`config.mk`:
```
export PLATFORM = sky130hd
export DESIGN_NAME = entity_id_allocator
export DESIGN_NICKNAME = d
export VERILOG_FILES = /design/src/hw/rtl/eia_pkg.sv /design/src/hw/rtl/eia_ram.sv /design/src/hw/rtl/eia_live.sv /design/src/hw/rtl/entity_id_allocator.sv
export SDC_FILE = /design/constraint.sdc
export NUM_CORES = 2
export LEC_CHECK = 0
export ABC_AREA = 1
export BUFFER_PORTS_ARGS = -buffer_cell sky130_fd_sc_hd__buf_2
export CAP_MARGIN = 10
export CELL_PAD_IN_SITES_DETAIL_PLACEMENT = 1
export CELL_PAD_IN_SITES_GLOBAL_PLACEMENT = 1
export CORE_MARGIN = 10
export CORE_UTILIZATION = 30
export DETAILED_ROUTE_END_ITERATION = 8
export PLACE_DENSITY = 0.52
export SKIP_CTS_REPAIR_TIMING = 1
export SYNTH_ARGS = -nofsm -noshare
export SYNTH_HDL_FRONTEND = slang
export SYNTH_SLANG_ARGS = --single-unit
```
`constraint.sdc`:
```
create_clock -name clock -period 10.11 [get_ports clock]
set_input_delay 1.011 -clock clock [delete_from_list [all_inputs] [get_ports clock]]
set_output_delay 1.011 -clock clock [all_outputs]
set_load 0.01 [all_outputs]
```
`src/hw/rtl/eia_pkg.sv`:
```
// eia_pkg: shared types and constants for the entity id allocator.
// Holds op, status and sequencer codes and the live map request bundle.
// No dependencies.
package eia_pkg;

   localparam int ID_SPACE = 256;
   localparam int ID_W     = 8;
   localparam int FREE_CW  = 9;

   typedef enum logic [2:0] {
      OP_CREATE = 3'd0,
      OP_FIND   = 3'd1,
      OP_REMOVE = 3'd2,
      OP_FLUSH  = 3'd3,
      OP_RESET  = 3'd4
   } op_type;

   typedef enum logic [1:0] {
      ST_OK        = 2'd0,
      ST_NONE      = 2'd1,
      ST_EXHAUSTED = 2'd2,
      ST_PEND_FULL = 2'd3
   } status_type;

   typedef enum logic {
      S_IDLE = 1'b0,
      S_EXEC = 1'b1
   } state_type;

   typedef struct packed {
      logic            clear;
      logic            rd_en;
      logic [ID_W-1:0] rd_addr;
      logic            wr_en;
      logic [ID_W-1:0] wr_addr;
      logic            wr_data;
   } live_req_type;

endpackage

```
`src/hw/rtl/eia_ram.sv`:
```
// eia_ram: generic single-write, single-read RAM with registered read.
// Read data updates only on a read enable. No dependencies.
module eia_ram #(
   parameter int WIDTH = 8,
   parameter int DEPTH = 32
) (
   input  logic                                   clock,
   input  logic                                   wr_en,
   input  logic [((DEPTH > 1) ? $clog2(DEPTH) : 1)-1:0] wr_addr,
   input  logic [WIDTH-1:0]                       wr_data,
   input  logic                                   rd_en,
   input  logic [((DEPTH > 1) ? $clog2(DEPTH) : 1)-1:0] rd_addr,
   output logic [WIDTH-1:0]                       rd_data
);

   logic [WIDTH-1:0] mem_ff [DEPTH];
   logic [WIDTH-1:0] rd_data_ff;

   always_ff @(posedge clock) begin
      if (wr_en) begin
         mem_ff[wr_addr] <= wr_data;
      end
      if (rd_en) begin
         rd_data_ff <= mem_ff[rd_addr];
      end
   end

   assign rd_data = rd_data_ff;

endmodule

```
`src/hw/rtl/eia_live.sv`:
```
// eia_live: live map, one bit per id, in RAM with a cleared valid bit per entry.
// Depends on eia_pkg and eia_ram.
module eia_live (
   input  logic                 clock,
   input  logic                 reset,
   input  eia_pkg::live_req_type req,
   output logic                 live
);

   logic [eia_pkg::ID_SPACE-1:0] valid_ff;
   logic                         rd_valid_ff;
   logic                         ram_q;

   always_ff @(posedge clock) begin
      if (reset || req.clear) begin
         valid_ff <= '0;
      end else if (req.wr_en) begin
         valid_ff[req.wr_addr] <= 1'b1;
      end
   end

   always_ff @(posedge clock) begin
      if (reset) begin
         rd_valid_ff <= 1'b0;
      end else if (req.rd_en) begin
         rd_valid_ff <= valid_ff[req.rd_addr];
      end
   end

   eia_ram #(
      .WIDTH(1),
      .DEPTH(eia_pkg::ID_SPACE)
   ) u_ram (
      .clock  (clock),
      .wr_en  (req.wr_en),
      .wr_addr(req.wr_addr),
      .wr_data(req.wr_data),
      .rd_en  (req.rd_en),
      .rd_addr(req.rd_addr),
      .rd_data(ram_q)
   );

   assign live = rd_valid_ff & ram_q;

endmodule

```
`src/hw/rtl/entity_id_allocator.sv`:
```
// entity_id_allocator: top level, sequencer, counters and output register.
// Depends on eia_pkg, eia_ram and eia_live.
//
// Allocates 8-bit ids (0 is invalid): create pops the free stack or takes a fresh
// id, find checks the live map, remove parks a live id on the pending list, flush
// pushes every pending id onto the free stack and emits one beat per id, the last
// one flagged. Create, find, remove, reset and an empty flush each have a read step,
// which reads the live map, free stack and pending list RAMs, and an execute step
// that acts on the registered read data. A flush does one pending list read per id.
// The block takes no new beat until the current one's final result is in the
// output register; a result waiting there does not block the next request.
module entity_id_allocator #(
   parameter int PENDING_DEPTH = 32
) (
   input  logic       clock,
   input  logic       reset,
   input  logic       req_valid,
   output logic       req_stall,
   input  logic [2:0] req_op,
   input  logic [7:0] req_id_in,
   output logic       rsp_valid,
   input  logic       rsp_stall,
   output logic [7:0] rsp_id_out,
   output logic [1:0] rsp_status,
   output logic       rsp_last
);

   localparam int PCW = $clog2(PENDING_DEPTH + 1);
   localparam int PAW = (PENDING_DEPTH > 1) ? $clog2(PENDING_DEPTH) : 1;
   localparam int IDW = eia_pkg::ID_W;
   localparam int FCW = eia_pkg::FREE_CW;

   eia_pkg::state_type  state_ff, state_in;
   eia_pkg::op_type     op_ff, op_in;
   logic [IDW-1:0]      id_ff, id_in;
   logic [PCW-1:0]      idx_ff, idx_in;
   logic [IDW-1:0]      fresh_ff, fresh_in;
   logic [FCW-1:0]      free_count_ff, free_count_in;
   logic [PCW-1:0]      pend_count_ff, pend_count_in;

   logic                rsp_valid_ff, rsp_valid_in;
   logic [IDW-1:0]      rsp_id_ff, rsp_id_in;
   eia_pkg::status_type rsp_status_ff, rsp_status_in;
   logic                rsp_last_ff, rsp_last_in;

   eia_pkg::live_req_type live_req;
   logic                  live_q;

   logic                free_wr_en, free_rd_en;
   logic [IDW-1:0]      free_wr_addr, free_rd_addr, free_wr_data, free_q;
   logic                pend_wr_en, pend_rd_en;
   logic [PAW-1:0]      pend_wr_addr, pend_rd_addr;
   logic [IDW-1:0]      pend_wr_data, pend_q;

   logic                out_free;
   logic                is_last;
   logic                found;
   logic [PCW-1:0]      idx_next;

   assign out_free = !rsp_valid_ff || !rsp_stall;
   assign idx_next = PCW'(idx_ff + PCW'(1));
   assign is_last  = (idx_next == pend_count_ff);
   assign found    = live_q && (id_ff != '0);

   always_ff @(posedge clock) begin
      if (reset) begin
         state_ff      <= eia_pkg::S_IDLE;
         fresh_ff      <= '0;
         free_count_ff <= '0;
         pend_count_ff <= '0;
         rsp_valid_ff  <= 1'b0;
      end else begin
         state_ff      <= state_in;
         fresh_ff      <= fresh_in;
         free_count_ff <= free_count_in;
         pend_count_ff <= pend_count_in;
         rsp_valid_ff  <= rsp_valid_in;
      end
   end

   always_ff @(posedge clock) begin
      op_ff         <= op_in;
      id_ff         <= id_in;
      idx_ff        <= idx_in;
      rsp_id_ff     <= rsp_id_in;
      rsp_status_ff <= rsp_status_in;
      rsp_last_ff   <= rsp_last_in;
   end

   always_comb begin
      state_in      = state_ff;
      op_in         = op_ff;
      id_in         = id_ff;
      idx_in        = idx_ff;
      fresh_in      = fresh_ff;
      free_count_in = free_count_ff;
      pend_count_in = pend_count_ff;

      rsp_valid_in  = rsp_valid_ff && rsp_stall;
      rsp_id_in     = rsp_id_ff;
      rsp_status_in = rsp_status_ff;
      rsp_last_in   = rsp_last_ff;

      live_req      = '0;
      free_wr_en    = 1'b0;
      free_wr_addr  = free_count_ff[IDW-1:0];
      free_wr_data  = pend_q;
      free_rd_en    = 1'b0;
      free_rd_addr  = IDW'(free_count_ff - FCW'(1));
      pend_wr_en    = 1'b0;
      pend_wr_addr  = pend_count_ff[PAW-1:0];
      pend_wr_data  = id_ff;
      pend_rd_en    = 1'b0;
      pend_rd_addr  = idx_next[PAW-1:0];

      unique case (state_ff)
         eia_pkg::S_IDLE: begin
            if (req_valid) begin
               op_in            = eia_pkg::op_type'(req_op);
               id_in            = req_id_in;
               idx_in           = '0;
               live_req.rd_en   = 1'b1;
               live_req.rd_addr = req_id_in;
               free_rd_en       = 1'b1;
               pend_rd_en       = 1'b1;
               pend_rd_addr     = '0;
               state_in         = eia_pkg::S_EXEC;
            end
         end
         eia_pkg::S_EXEC: begin
            if (out_free) begin
               rsp_valid_in  = 1'b1;
               rsp_id_in     = '0;
               rsp_status_in = eia_pkg::ST_NONE;
               rsp_last_in   = 1'b1;
               state_in      = eia_pkg::S_IDLE;
               unique case (op_ff)
                  eia_pkg::OP_CREATE: begin
                     if (free_count_ff != '0) begin
                        free_count_in    = FCW'(free_count_ff - FCW'(1));
                        rsp_id_in        = free_q;
                        rsp_status_in    = eia_pkg::ST_OK;
                        live_req.wr_en   = 1'b1;
                        live_req.wr_addr = free_q;
                        live_req.wr_data = 1'b1;
                     end else if (fresh_ff != IDW'(eia_pkg::ID_SPACE - 1)) begin
                        fresh_in         = IDW'(fresh_ff + IDW'(1));
                        rsp_id_in        = fresh_in;
                        rsp_status_in    = eia_pkg::ST_OK;
                        live_req.wr_en   = 1'b1;
                        live_req.wr_addr = fresh_in;
                        live_req.wr_data = 1'b1;
                     end else begin
                        rsp_status_in = eia_pkg::ST_EXHAUSTED;
                     end
                  end
                  eia_pkg::OP_FIND: begin
                     if (found) begin
                        rsp_id_in     = id_ff;
                        rsp_status_in = eia_pkg::ST_OK;
                     end
                  end
                  eia_pkg::OP_REMOVE: begin
                     if (!found) begin
                        rsp_status_in = eia_pkg::ST_NONE;
                     end else if (pend_count_ff >= PCW'(PENDING_DEPTH)) begin
                        rsp_status_in = eia_pkg::ST_PEND_FULL;
                     end else begin
                        pend_wr_en       = 1'b1;
                        pend_count_in    = PCW'(pend_count_ff + PCW'(1));
                        live_req.wr_en   = 1'b1;
                        live_req.wr_addr = id_ff;
                        live_req.wr_data = 1'b0;
                        rsp_id_in        = id_ff;
                        rsp_status_in    = eia_pkg::ST_OK;
                     end
                  end
                  eia_pkg::OP_FLUSH: begin
                     if (pend_count_ff == '0) begin
                        rsp_status_in = eia_pkg::ST_NONE;
                     end else begin
                        rsp_id_in     = pend_q;
                        rsp_status_in = eia_pkg::ST_OK;
                        rsp_last_in   = is_last;
                        if (free_count_ff < FCW'(eia_pkg::ID_SPACE)) begin
                           free_wr_en    = 1'b1;
                           free_count_in = FCW'(free_count_ff + FCW'(1));
                        end
                        idx_in     = idx_next;
                        pend_rd_en = 1'b1;
                        if (is_last) begin
                           pend_count_in = '0;
                        end else begin
                           state_in = eia_pkg::S_EXEC;
                        end
                     end
                  end
                  eia_pkg::OP_RESET: begin
                     fresh_in       = '0;
                     free_count_in  = '0;
                     pend_count_in  = '0;
                     live_req.clear = 1'b1;
                     rsp_status_in  = eia_pkg::ST_OK;
                  end
                  default: begin
                     rsp_status_in = eia_pkg::ST_NONE;
                  end
               endcase
            end
         end
         default: begin
            state_in = eia_pkg::S_IDLE;
         end
      endcase
   end

   eia_live u_live (
      .clock(clock),
      .reset(reset),
      .req  (live_req),
      .live (live_q)
   );

   eia_ram #(
      .WIDTH(IDW),
      .DEPTH(eia_pkg::ID_SPACE)
   ) u_free_stack (
      .clock  (clock),
      .wr_en  (free_wr_en),
      .wr_addr(free_wr_addr),
      .wr_data(free_wr_data),
      .rd_en  (free_rd_en),
      .rd_addr(free_rd_addr),
      .rd_data(free_q)
   );

   eia_ram #(
      .WIDTH(IDW),
      .DEPTH(PENDING_DEPTH)
   ) u_pending (
      .clock  (clock),
      .wr_en  (pend_wr_en),
      .wr_addr(pend_wr_addr),
      .wr_data(pend_wr_data),
      .rd_en  (pend_rd_en),
      .rd_addr(pend_rd_addr),
      .rd_data(pend_q)
   );

   assign req_stall  = (state_ff != eia_pkg::S_IDLE);
   assign rsp_valid  = rsp_valid_ff;
   assign rsp_id_out = rsp_id_ff;
   assign rsp_status = rsp_status_ff;
   assign rsp_last   = rsp_last_ff;

   // every id parked or recycled was once handed out fresh; counts settle between beats
   a_count_bound : assert property (@(posedge clock) disable iff (reset)
      (state_ff == eia_pkg::S_IDLE)
         |-> ((10'(free_count_ff) + 10'(pend_count_ff)) <= 10'(fresh_ff)))
      else $error("free and pending ids exceed ids handed out");

   a_pend_bound : assert property (@(posedge clock) disable iff (reset)
      pend_count_ff <= PCW'(PENDING_DEPTH))
      else $error("pending count beyond depth");

   a_pend_full : assert property (@(posedge clock) disable iff (reset)
      (rsp_valid_ff && rsp_status_ff == eia_pkg::ST_PEND_FULL)
         |-> (pend_count_ff == PCW'(PENDING_DEPTH)))
      else $error("pending full reported with room left");

   a_flush_done : assert property (@(posedge clock) disable iff (reset)
      (state_ff == eia_pkg::S_EXEC && op_ff == eia_pkg::OP_FLUSH && out_free
         && pend_count_ff != '0 && is_last) |=> (pend_count_ff == '0))
      else $error("pending list not emptied after final flush beat");

endmodule

```
# Yosys cells after proc, flatten, opt, wreduce, memory -nomap -nowiden
# Memories as Yosys holds them, arrays and structs flattened. A register that Yosys moved wholly into a read port is not among the register bits.
# Cells that the tools add are included.
# totals
out_inout_bits	13
input_bits	15
ramBits	2560
mem_count	3
reg_bits	310
# op_classes
n_addsub	5
muxes	78
n_lt_le_gt_ge	5
n_reduce_logical	21
n_bitwise	4
eq_ne	18
# memory_table
name	words	word_bits	rd	rd_ports_with_merged_regs	write_ports	line_no	text
u_free_stack.mem_ff	256	8	1	1	1	eia_ram.sv:16	logic [WIDTH-1:0] mem_ff [DEPTH];
u_live.u_ram.mem_ff	256	1	1	1	1	eia_ram.sv:16	
u_pending.mem_ff	32	8	1	1	1	eia_ram.sv:16	
# ops
cell	n
$or A256 B256 Y256	1
$mux W8	8
$mux W10	6
$mux W6	8
$mux W9	5
$mux W1	34
$pmux W8 S4	1
$pmux W9 S3	1
$ne A2 B2 Y1 const B	10
$pmux W10 S2	1
$lt A8 B9 Y1 const B	2
$pmux W6 S3	1
$pmux W8 S2	1
$add A6 B1 Y6 const B	2
$pmux W6 S2	1
$mux W5	2
$pmux W2 S5	1
$add A9 B1 Y9 const B	1
$lt A9 B9 Y1 const B	1
$reduce_bool A9 Y1	1
$sub A9 B1 Y9 const B	1
$add A8 B1 Y8 const B	1
$bmux W1 S8	1
$demux W1 S8	1
26 further kinds	39

# Depth between registers and ports, before layout
# depth
ltp_word	11
ltp_mapped	22

# By module
# From an unflattened synthesis, not the netlist that was laid out.
# hier_totals
hier_cells	11071
area_unflattened_um2	120297.9
# by_module_without_submodules
module	seq_area_each_um2	cells_each	instances	area_per_inst_um2
eia_ram (u_free_stack)	61739.2	7003	1	83476.3
eia_ram (u_live.u_ram)	7717.4	1184	1	11727.5
eia_ram (u_pending)	7927.6	922	1	10866.7
eia_live	5144.9	1490	1	10801.6
entity_id_allocator	1341.3	472	1	3425.8

# Worst setup path after synthesis
# Ideal clock, no wire load.
# synth_path
path_kind	register to register
startpoint	reg free_count_ff[0]
endpoint	mem u_live.u_ram.mem_ff[0] (data pin)
period_less_slack_ns	9.049
arrival_time_ns	7.660
setup_time_ns	1.390
path_stages_with_launch	12
path_buffers	4
path_slack_ns	1.061
required_time_ns	8.720
path_cell_list	dfxtp_1 -> buf_2 -> inv_2 -> buf_2 -> clkbuf_1 -> clkbuf_1 -> ha_1 -> nand3_2 -> nor2_4 -> inv_2 -> o21ai_0 -> nor2_1
# synth_between
elab_chain_len	5
# synth_lines
item	line_no	text
start, declared	entity_id_allocator.sv:38	logic [FCW-1:0] free_count_ff, free_count_in;
start signal, assigned	entity_id_allocator.sv:75	free_count_ff <= free_count_in;
$reduce_bool A9 Y1	entity_id_allocator.sv:139	if (free_count_ff != '0) begin
$mux W10	entity_id_allocator.sv:139	
$pmux W10 S2	entity_id_allocator.sv:137	unique case (op_ff)
$mux W10	entity_id_allocator.sv:131	if (out_free) begin
$mux W10	entity_id_allocator.sv:116	unique case (state_ff)
via u_live.u_ram.wr_data	eia_ram.sv:10	input logic [WIDTH-1:0] wr_data,
end, declared	eia_ram.sv:16	
# The timed path passes the listed nets, and every way through them passes these cells.

# Worst setup path after layout
# layout_path
startpoint	reg free_count_ff[0]
endpoint	reg u_free_stack.rd_data_ff[0], in the netlist u_free_stack.rd_data[0], read port of u_free_stack.mem_ff (data pin)
# layout_between
elab_chain_len	1
# layout_lines
item	line_no	text
$sub A9 B1 Y9	-	
end, declared	eia_ram.sv:17	logic [WIDTH-1:0] rd_data_ff;
# Every way passes these cells.
# A chain may end at the register's enable or synchronous reset.

==> summary.txt <==
Floorplan
  – I/O pin count: 28
  – DIE HEIGHT: 646.8 µm
  – Die W: 646.8 µm
  – FP Rows: 230
  – Core Region: 392,000 µm²
  – Initial core utilization: 30.07%
  – Total die area: about 420,000 µm²

Placement
  – PortBufs: 27
  – Worst slack, placed: between 3 and 4 ns
  – # placed instances: 14.93k
  – HPWL after DPL: 223,100 µm
  – Routability-driven placement congestion ratio: 0.7749

Timing
  – Setup TNS Final: 0 ns
  – Final Setup Violations: 0
  – Crit share post-route: 61.77%
  – Max Freq: 160.1 MHz
  – Clk_skew: 0.06493 ns
  – RSZ-0062 raised after global routing: false
  – Worst slew margin relative to its limit: between 10% and 20%
  – Minimum clock period: 6.245 ns
  – Worst Tran Pin Value: approximately 1.2 ns
  – Setup ws final: 3.865 ns
  – Final Hold Viols: 0
  – Slew Limit Fails: 0
  – Worst Hold Slack: 0.2676 ns

Pwr
  – P_leak: about 45 nW
  – Power share of the clock group: between 40% and 50%
  – NetSw: 7.555 mW
  – Combinational share of power: 11.1%
  – Worst VDD drop: 0.1344 mV
  – Cell Int Power: 20.71 mW
  – Tot Pwr: 28.27 mW
  – Power per cell area: 211.5 nW/µm²
  – Sequential share of power: 47.3%
  – Sw Ratio: 26.73%

Route
  – DR vias/cell: 5.187
  – DRC viols: 0
  – Final antenna-violating net count: 0
  – Post-DR wirelength/cell: 25.71 µm
  – Vias: 80.57k
  – DRT iter0 DRCs: 6,442
  – Final WL: about 400,000 µm
  – Detailed Routing Iterations Pass 1: 7

Clock network
  – CTS tree: yes
  – Root Buffer: clkbuf_16
  – H-tree Lvls: 5
  – # clock sinks: 2,887
  – CTS clock-pin slew for the worst setup and hold paths: roughly 0.060 ns
  – Clock Latency Late Sink: 0.94 ns
  – Num CTS Buffers: 331
  – Clock Path Buffers: 4

Global routing
  – Overall Global Routing Usage: 18.39%
  – Initial antenna violation count: 18
  – GR Overflow Total: 0
  – Largest net degree at the start of global routing: 213
  – First-pass GRT wire length: 582,100 µm
  – Vias in the first global route: 84.08k

Yosys
  – Sequential share of the synthesized area: 71.17%
  – Post-synth top flop: edfxtp_1
  – Synth unique cells: between 50 and 60
  – Synth async-reset ratio: 0%
  – Mapped Area: 117,900 µm²
  – Synth Register Bits: between 2k and 3k
  – Yosys warns: 0
  – Syn nets: approximately 10k
  – Post-synth EDFFs: 2,605
  – Mapped Cells: 10.25k
  – Syn avg cell area: 11.50 µm²

Finish
  – Syn-to-layout area delta: 13.42%
  – Non-filler cells, final: 15.53k
  – Ratio of cells with drive above 1 in the final layout: 8.101%
  – Fin nets: slightly above 10k

Hold path
  – Worst min-delay path class: input port to register

Status
  – Status: finished, final reports clean

Worst setup path
  – Crit path DAT: slightly above 7 ns
  – Worst Path Required: about 11 ns
  – Worst Path Max Fanout: 150
  – Crit path kind: register to register
  – Worst Setup End Kind: register
  – Worst setup SP type: register

Job
  – MaxCap Viol Count: 0
[through the flow]
step	cell area, µm²	util [%]
4_1_cts	133700	34.10
5_1_grt	133700	34.10
3_3_place_gp	123200	31.44
6_report	133700	34.10
3_5_place_dp	123200	31.44
2_1_floorplan	117900	-
[flip-flops by register name, summed over array words and instances (netlist names), 2 cells and up]
name,flops
idx_ff,6
u_pending.rd_data,8
u_live.u_ram.mem_ff,256
pend_count_ff,6
u_free_stack.rd_data,8
free_count_ff,9
op_ff,3
u_pending.mem_ff,256
u_live.valid_ff,256
rsp_status,2
fresh_ff,8
id_ff,8
u_free_stack.mem_ff,2048
rsp_id_out,8
[final cells by class]
class | count | area, µm²
antenna | 4 | 10.01
clock buffer | 417 | 8803
clock inverter | 177 | 1632
fill | 42341 | 258300
inverter | 572 | 2191
multi-input combinational | 6084 | 29280
sequential | 2887 | 83870
tap | 5220 | 6531
timing repair buffer | 170 | 1356
[critical path, stage by stage, from the launching register on]
cell and delay (ns):
dfxtp_4 0.88, inv_8 0.35, ha_1 0.48, xnor2_2 0.39, buf_12 0.79, buf_4 0.82, buf_4 0.71, nand2_1 0.16
nand3_1 0.21, nand3_1 0.21, nand3_1 0.15, nand3_1 0.28, nand3_1 0.25, and2_1 0.14
[synth_stat cells (47+ instances only)]
| library cell | count | area, µm² |
|---|---|---|
| clkbuf_1 | 604 | 2267 |
| a21oi_1 | 288 | 1441 |
| edfxtp_1 | 2605 | 78230 |
| o21ai_0 | 1196 | 5986 |
| nor2_1 | 1647 | 6182 |
| nand2_1 | 1133 | 4253 |
| dfxtp_1 | 282 | 5645 |
| buf_1 | 47 | 176.4 |
| o211ai_1 | 176 | 1321 |
| nand3_1 | 812 | 4064 |
| o22ai_1 | 525 | 3284 |
| inv_1 | 544 | 2042 |
| or2_2 | 81 | 506.7 |
[cells by family (layout without fill, tap and decap cells)]
family	Yosys count	count (layout)	share of synthesized area (%)
and+or+nand+nor	3767	3767	13.46
AOI/OAI and AO/OA	2284	2284	10.91
buffers and inverters	1278	1336	4.183
DFF	2887	2887	71.17
xor gates and xnor gates	21	21	0.1561
muxes	1	1	0.008494
adders and majority gates	11	11	0.1168
other	0	4	0
[layout by cell type (no fill, tap or decap), drive strengths merged, types with 6 or more instances in the layout]
cell type  netlist  final
o221ai          23     23
a211oi           6      6
xor2            16     16
clkinvlp         0      8
a221o            8      8
or2             82     82
and2             7      7
edfxtp        2605   2605
buf            102    169
a22oi           16     16
nand3          821    821
nand2         1145   1145
a21oi          288    288
ha              11     11
inv            565    573
nor3            10     10
o211ai         176    176
o22ai          525    525
a31oi           10     10
nor2          1688   1688
dfxtp          282    282
clkbuf         604    418
nand4            7      7
clkinv           7    145
o21ai         1199   1199
o32ai            7      7
bufinv           0     23
o311ai          16     16
[worst paths after layout]
kind,startpoint,to,slack (ns),cells after the start
hold / removal,req_op[2],op_ff[2],0.27,1
setup / recovery,free_count_ff[0],u_free_stack.rd_data[0],3.86,13
hold reg to reg,u_live.valid_ff[158],u_live.valid_ff[158],0.45,2
setup reg to reg,free_count_ff[0],u_free_stack.rd_data[0],3.86,13
[power by group through the flow]
stage	Sequential, mW	Clock [mW]	Combinational, mW
detailed placement	13.6	0	3.17
floorplan	13.8	0	1.50
global placement	13.6	0	3.13
finish	13.4	11.7	3.14
CTS	13.4	12.0	3.18
global route	13.4	12.5	3.39
[routing by layer]
metal  vias up  GRT usage [%]  wire length (µm)
li1      36184              -                 -
met1     41753          25.06            177600
met2      2010          30.76            189700
met3       618          2.204             19750
met4         0          5.467             12250
met5         -              0                 0
Power figures use the tool's default switching activity.
